`config.mk`:
```
export PLATFORM = sky130hd
export DESIGN_NAME = angle_frame_deframer_unit
export DESIGN_NICKNAME = d
export VERILOG_FILES = /design/src/rtl/afd_pkg.sv /design/src/rtl/angle_frame_deframer_unit.sv /design/src/rtl/afd_cell.sv /design/src/rtl/afd_check.sv
export SDC_FILE = /design/constraint.sdc
export NUM_CORES = 1
export LEC_CHECK = 0
export BUFFER_PORTS_ARGS = -buffer_cell sky130_fd_sc_hd__buf_2
export CORE_AREA = 2 2 131 133
export CTS_BUF_LIST = sky130_fd_sc_hd__clkbuf_4
export DETAILED_ROUTE_END_ITERATION = 8
export DIE_AREA = 0 0 133 135
export HOLD_SLACK_MARGIN = 0.02
export SYNTH_ARGS = -nofsm -noshare
export SYNTH_HDL_FRONTEND = slang
export SYNTH_SLANG_ARGS = --single-unit
```
`constraint.sdc`:
```
create_clock -name clk -period 13.6 [get_ports clk]
set_clock_uncertainty 0.15 [all_clocks]
set_input_delay 0.68 -clock clk [delete_from_list [all_inputs] [get_ports clk]]
set_output_delay 0.68 -clock clk [all_outputs]
set_load 0.01 [all_outputs]
```
`src/rtl/afd_pkg.sv`:
```
// Shared constants and types for the angle frame deframer.
package afd_pkg;

  localparam int WIN_LEN = 11;
  localparam int CHK_POS = 4;

  localparam logic [7:0] HDR_0 = 8'hA7;
  localparam logic [7:0] HDR_1 = 8'h7A;
  localparam logic [7:0] HDR_2 = 8'h72;
  localparam logic [7:0] HDR_3 = 8'h07;

  typedef logic [7:0] byte_t;
  typedef logic [WIN_LEN-1:0][7:0] window_t;

  typedef struct packed {
    logic shift;
    logic flush;
  } afd_ctl_t;

endpackage

```
`src/rtl/angle_frame_deframer_unit.sv`:
```
// Angle frame deframer top level: cell row, frame checker and output register.
//
// One byte is taken per clock; the block accepts a new transaction every cycle
// unless a finished result is held waiting for out_tready. A row of eleven cells
// shifts the bytes along, and the frame check runs on the window as it will look
// after the incoming byte, so a frame ending in that byte produces its result in
// the output register in the cycle after acceptance. After a match all cells are
// marked empty and the next frame needs eleven fresh bytes.
module angle_frame_deframer_unit (
  input  logic        clk,
  input  logic        rst_n,
  input  logic        in_tvalid,
  output logic        in_tready,
  input  logic [7:0]  in_tdata,   // [7:0] rx_byte
  output logic        out_tvalid,
  input  logic        out_tready,
  output logic [47:0] out_tdata   // [15:0] angle_x_word, [31:16] angle_y_word,
                                  // [47:32] angle_z_word
);

  localparam int N = afd_pkg::WIN_LEN;

  afd_pkg::window_t  win;
  afd_pkg::window_t  cand;
  logic [N-1:0]      vld;
  logic              in_acc;
  logic              hit;
  logic              full;
  afd_pkg::afd_ctl_t ctl;

  logic        out_vld_r;
  logic        out_vld_nxt;
  logic [47:0] out_data_r;

  assign in_tready = !out_vld_r || out_tready;
  assign in_acc    = in_tvalid && in_tready;

  // Index 0 is the oldest byte, the last cell takes the incoming byte.
  for (genvar g = 0; g < N; g++) begin : g_cell
    if (g == N - 1) begin : g_tail
      afd_cell u_cell (
        .clk      (clk),
        .rst_n    (rst_n),
        .ctl      (ctl),
        .byte_in  (in_tdata),
        .vld_in   (1'b1),
        .byte_out (win[g]),
        .vld_out  (vld[g])
      );
    end else begin : g_body
      afd_cell u_cell (
        .clk      (clk),
        .rst_n    (rst_n),
        .ctl      (ctl),
        .byte_in  (win[g+1]),
        .vld_in   (vld[g+1]),
        .byte_out (win[g]),
        .vld_out  (vld[g])
      );
    end
  end

  assign cand = {in_tdata, win[N-1:1]};
  assign full = &vld[N-1:1];

  afd_check u_check (
    .win (cand),
    .hit (hit)
  );

  assign ctl.shift = in_acc;
  assign ctl.flush = in_acc && full && hit;

  always_comb begin
    out_vld_nxt = out_vld_r;
    if (out_vld_r && out_tready) begin
      out_vld_nxt = 1'b0;
    end
    if (ctl.flush) begin
      out_vld_nxt = 1'b1;
    end
  end

  always_ff @(posedge clk) begin
    if (!rst_n) begin
      out_vld_r <= 1'b0;
    end else begin
      out_vld_r <= out_vld_nxt;
    end
  end

  always_ff @(posedge clk) begin
    if (ctl.flush) begin
      out_data_r <= {cand[10], cand[9], cand[8], cand[7], cand[6], cand[5]};
    end
  end

  assign out_tvalid = out_vld_r;
  assign out_tdata  = out_data_r;

  // Valid cells always form a run that ends at the newest cell.
  a_vld_run: assert property (@(posedge clk) disable iff (!rst_n)
    (vld[N-2:0] & ~vld[N-1:1]) == '0)
    else $error("window valid bits are not contiguous");

  a_flush: assert property (@(posedge clk) disable iff (!rst_n)
    ctl.flush |=> (vld == '0) && out_vld_r)
    else $error("window not emptied after a frame");

  a_rise: assert property (@(posedge clk) disable iff (!rst_n)
    $rose(out_vld_r) |-> $past(in_acc))
    else $error("result appeared without an input transaction");

  a_stall: assert property (@(posedge clk) disable iff (!rst_n)
    !in_tready |-> out_vld_r && !out_tready)
    else $error("input stalled with no pending result");

endmodule

```
`src/rtl/afd_cell.sv`:
```
// One window cell: holds a byte and a valid flag, loads from its newer neighbor.
module afd_cell (
  input  logic              clk,
  input  logic              rst_n,
  input  afd_pkg::afd_ctl_t ctl,
  input  afd_pkg::byte_t    byte_in,
  input  logic              vld_in,
  output afd_pkg::byte_t    byte_out,
  output logic              vld_out
);

  afd_pkg::byte_t byte_r;
  logic           vld_r;
  logic           vld_nxt;

  always_comb begin
    vld_nxt = vld_r;
    if (ctl.flush) begin
      vld_nxt = 1'b0;
    end else if (ctl.shift) begin
      vld_nxt = vld_in;
    end
  end

  always_ff @(posedge clk) begin
    if (!rst_n) begin
      vld_r <= 1'b0;
    end else begin
      vld_r <= vld_nxt;
    end
  end

  // The byte needs no clearing: a flushed cell is not read until refilled.
  always_ff @(posedge clk) begin
    if (ctl.shift) begin
      byte_r <= byte_in;
    end
  end

  assign byte_out = byte_r;
  assign vld_out  = vld_r;

endmodule

```
`src/rtl/afd_check.sv`:
```
// Frame checker: header compare and XOR check over a candidate window.
module afd_check (
  input  afd_pkg::window_t win,
  output logic             hit
);

  afd_pkg::byte_t chk;
  logic           hdr_ok;

  always_comb begin
    chk = '0;
    for (int k = afd_pkg::CHK_POS + 1; k < afd_pkg::WIN_LEN; k++) begin
      chk = chk ^ win[k];
    end
  end

  assign hdr_ok = (win[0] == afd_pkg::HDR_0) && (win[1] == afd_pkg::HDR_1) &&
                  (win[2] == afd_pkg::HDR_2) && (win[3] == afd_pkg::HDR_3);

  assign hit = hdr_ok && (chk == win[afd_pkg::CHK_POS]);

endmodule

```
==> results by group <==
Run status
  • Status: finished clean

Finish
  • Final net count: between 300 and 400
  • # diodes: 0
  • Register area: ~4000 um^2
  • Synthesis-to-layout area growth: 19.2%
  • Fill cell count: 1533
  • Final Cell Area: 5830 um^2
  • Share of cells above drive strength 1: 30.7%
  • Area of the multi-input gates: a little over 800 um^2

Power and ir drop
  • Peak VDD IR: between 0.00008 and 0.00009 V
  • Tot Pwr: 847 uW
  • PwrDens: 145 nW/um^2
  • P_leak: about 0.0021 uW

Logic synthesis
  • Yosys cell types: 23
  • Register area share after synthesis: 83.1%
  • Mapped Nets: between 200 and 250
  • Yosys top cell area share: 78.6%
  • Post-synth top flop: edfxtp_1
  • Average cell area after synthesis: approximately 21 um^2
  • Fraction of registers with async set/reset: 0%
  • EDFF count, synth: roughly 130
  • Post-Syn Area: approximately 5000 um^2
  • Area leader, netlist: edfxtp_1
  • Ranking of synthesized cells by area: edfxtp_1 79%, xnor3_1 6.4%, dfxtp_1 4.5%
  • Post-Syn Instances: between 200 and 250
  • Flop and latch count out of synthesis: 139
  • Synth warn: 0

Global route
  • Largest net degree at the start of global routing: 79
  • Vias in the first global route: 2361
  • First-pass GRT wire length: ~13000 um
  • Grt ovf: 0
  • Antenna violations before repair: 0
  • Total track usage: under 10%

Critical path
  • Maximum fanout along the worst path: 48
  • CP arrival: ~2.8 ns
  • Req. time, crit path: 13.60 ns
  • Slowest cell on the critical path: buf_4
  • CP startpoint kind: register
  • Critical path class: reg -> reg
  • Crit path top cell by count: xnor3_1
  • Max incr delay on CP: just under 0.6 ns
  • Critical Path Sink Type: register
  • CP cell instances: xnor3_1, xnor3_1, nand4_1, nor4_2, buf_4

Clocking
  • Clock Tree Buf Depth: 2
  • Post-cts hold buffer count: 0
  • Post-CTS resize count: 0
  • Worst-Skew Late Latency: 0.52 ns
  • CTS Root Cell: clkbuf_4
  • Post-CTS Setup Inserts: 0
  • TritonCTS clock tree: yes
  • CTS Buf Count: 17
  • Worst-path clk slew: 0.13 ns
  • H-tree depth: 4
  • Clk sinks: around 140

Timing
  • Final Max Tran Viols: 0
  • WHS: around 0.22 ns
  • RSZ-0062 raised after global routing: no
  • Final hold vios: 0
  • Worst Max-Slew Pin Slew: around 0.97 ns
  • Tmin final: 2.79 ns
  • Highest clock rate: 358 MHz
  • Fin crit share: between 20 and 25%
  • Final setup fails: 0
  • Max-slew headroom: between 30% and 40%
  • Fin Setup TNS: 0 ns

Placed design
  • Port buffer count: 61
  • Routability Congestion: between 0.7 and 0.8
  • DP Area: around 5500 um^2
  • HPWL Detailed: between 4000 and 5000 um

Route
  • Vias post-DR: approximately 2200
  • DR iter-0 viols: 159
  • Drt via density: around 4
  • DR DRC count: 0
  • TritonRoute pass-1 iters: 6
  • Final wirelength: slightly below 8000 um
  • Wire per inst: 14.4 um
  • Routed Antenna Nets: 0

Hold path
  • Hold WC Path Type: in -> reg

Floorplanning
  • Core area: 16400 um^2
  • Die Height: about 140 um
  • Die Area: between 15000 and 20000 um^2
  • Die Width: 133 um
  • Number of I/O pins: 62
  • Row count: 47
  • Starting density of the core: between 20 and 30%

Run
  • Max Cap Viol: 0
## final cells by class
type	count	share of cell area, %
well taps	220	4.72
multi-input cells	88	14.2
clock buffers	17	2.19
inverters	1	0.0858
repair buffers	63	5.49
clock inverters	15	3.60
flip-flops and latches	139	69.7
## stage by stage
step                std cells  util [%]  setup slack, ns
floorplan                 228         -             6.87
global placement          511      33.5            10.55
detailed placement        511      33.5            10.41
CTS                       543      35.6            10.70
global route              543      35.6            10.58
finish                    543      35.6            10.81
## where the power goes
part           switching, uW  internal [uW]  total, uW  leakage [uW]
logic                   20.3           25.0       45.3      0.000608
registers               10.1            484        495       0.00130
clock network            158            150        308      0.000176
total                    188            659        847       0.00209
## registers in the layout (all words and copies together), names as in the netlist
| signal | cells |
|---|---|
| g_cell.g_body.u_cell.byte_out | 72 |
| g_cell.g_tail.u_cell.vld_out | 1 |
| g_cell.g_body.u_cell.vld_out | 9 |
| out_tdata | 48 |
| out_tvalid | 1 |
| g_cell.g_tail.u_cell.byte_out | 8 |
## final timing paths
path | from | endpoint | cells past startpoint | slack (ns)
worst max-delay path | g_cell[6].g_body.u_cell.byte_out[2] | out_tdata[24] | 5 | 10.81
worst min-delay path | in_tdata[2] | out_tdata[42] | 1 | 0.22
worst max register to register | g_cell[6].g_body.u_cell.byte_out[2] | out_tdata[24] | 5 | 10.81
worst min register to register | g_cell[3].g_body.u_cell.byte_out[0] | g_cell[2].g_body.u_cell.byte_out[0] | 0 | 0.29
## metal layers
layer,part of all wire (%),track usage [%],vias up
li1,-,-,1056
met1,47,11.8,1116
met2,48,14.5,54
met3,4.0,3.04,7
met4,1.1,4.48,0
met5,0,0,-
## cells by family after synthesis
group                  count (synthesis)  share of synthesized area [%]
AO/OA/AOI/OAI                         11                           1.66
buffers and inverters                  1                         0.0767
flip-flops                           139                           83.1
AND/OR/NAND/NOR                       43                           5.17
XOR/XNOR                              34                           10.0
## worst max-delay path, delay by kind of cell (launching register included)
kind	cells	cell delay, ns
buffers and inverters	1	0.59
and+or+nand+nor	2	0.60
xor gates and xnor gates	2	0.59
DFF	1	0.46
## Yosys cell counts, drive strengths merged (3+ instances only)
library cell	number
nor2	3
xnor2	11
xor2	9
edfxtp	128
nand4b	3
nand4	4
dfxtp	11
xnor3	14
nand2	18
a21oi	9
nor4	3
## cell usage in the layout, fill, tap and decap left out, types with 2 or more instances in the layout
cell type / n
a21oi_1: 9
buf_2: 61
buf_4: 2
bufinv_16: 4
clkbuf_4: 17
clkinv_4: 3
dfxtp_1: 11
edfxtp_1: 128
inv_6: 6
nand2_1: 18
nand2b_1: 2
nand3b_1: 2
nand4_1: 4
nand4b_1: 3
nand4bb_1: 2
nor2_1: 3
nor4_2: 2
or4b_1: 2
xnor2_1: 11
xnor3_1: 14
xor2_1: 9
No activity file was read; power rests on OpenSTA's default activity.
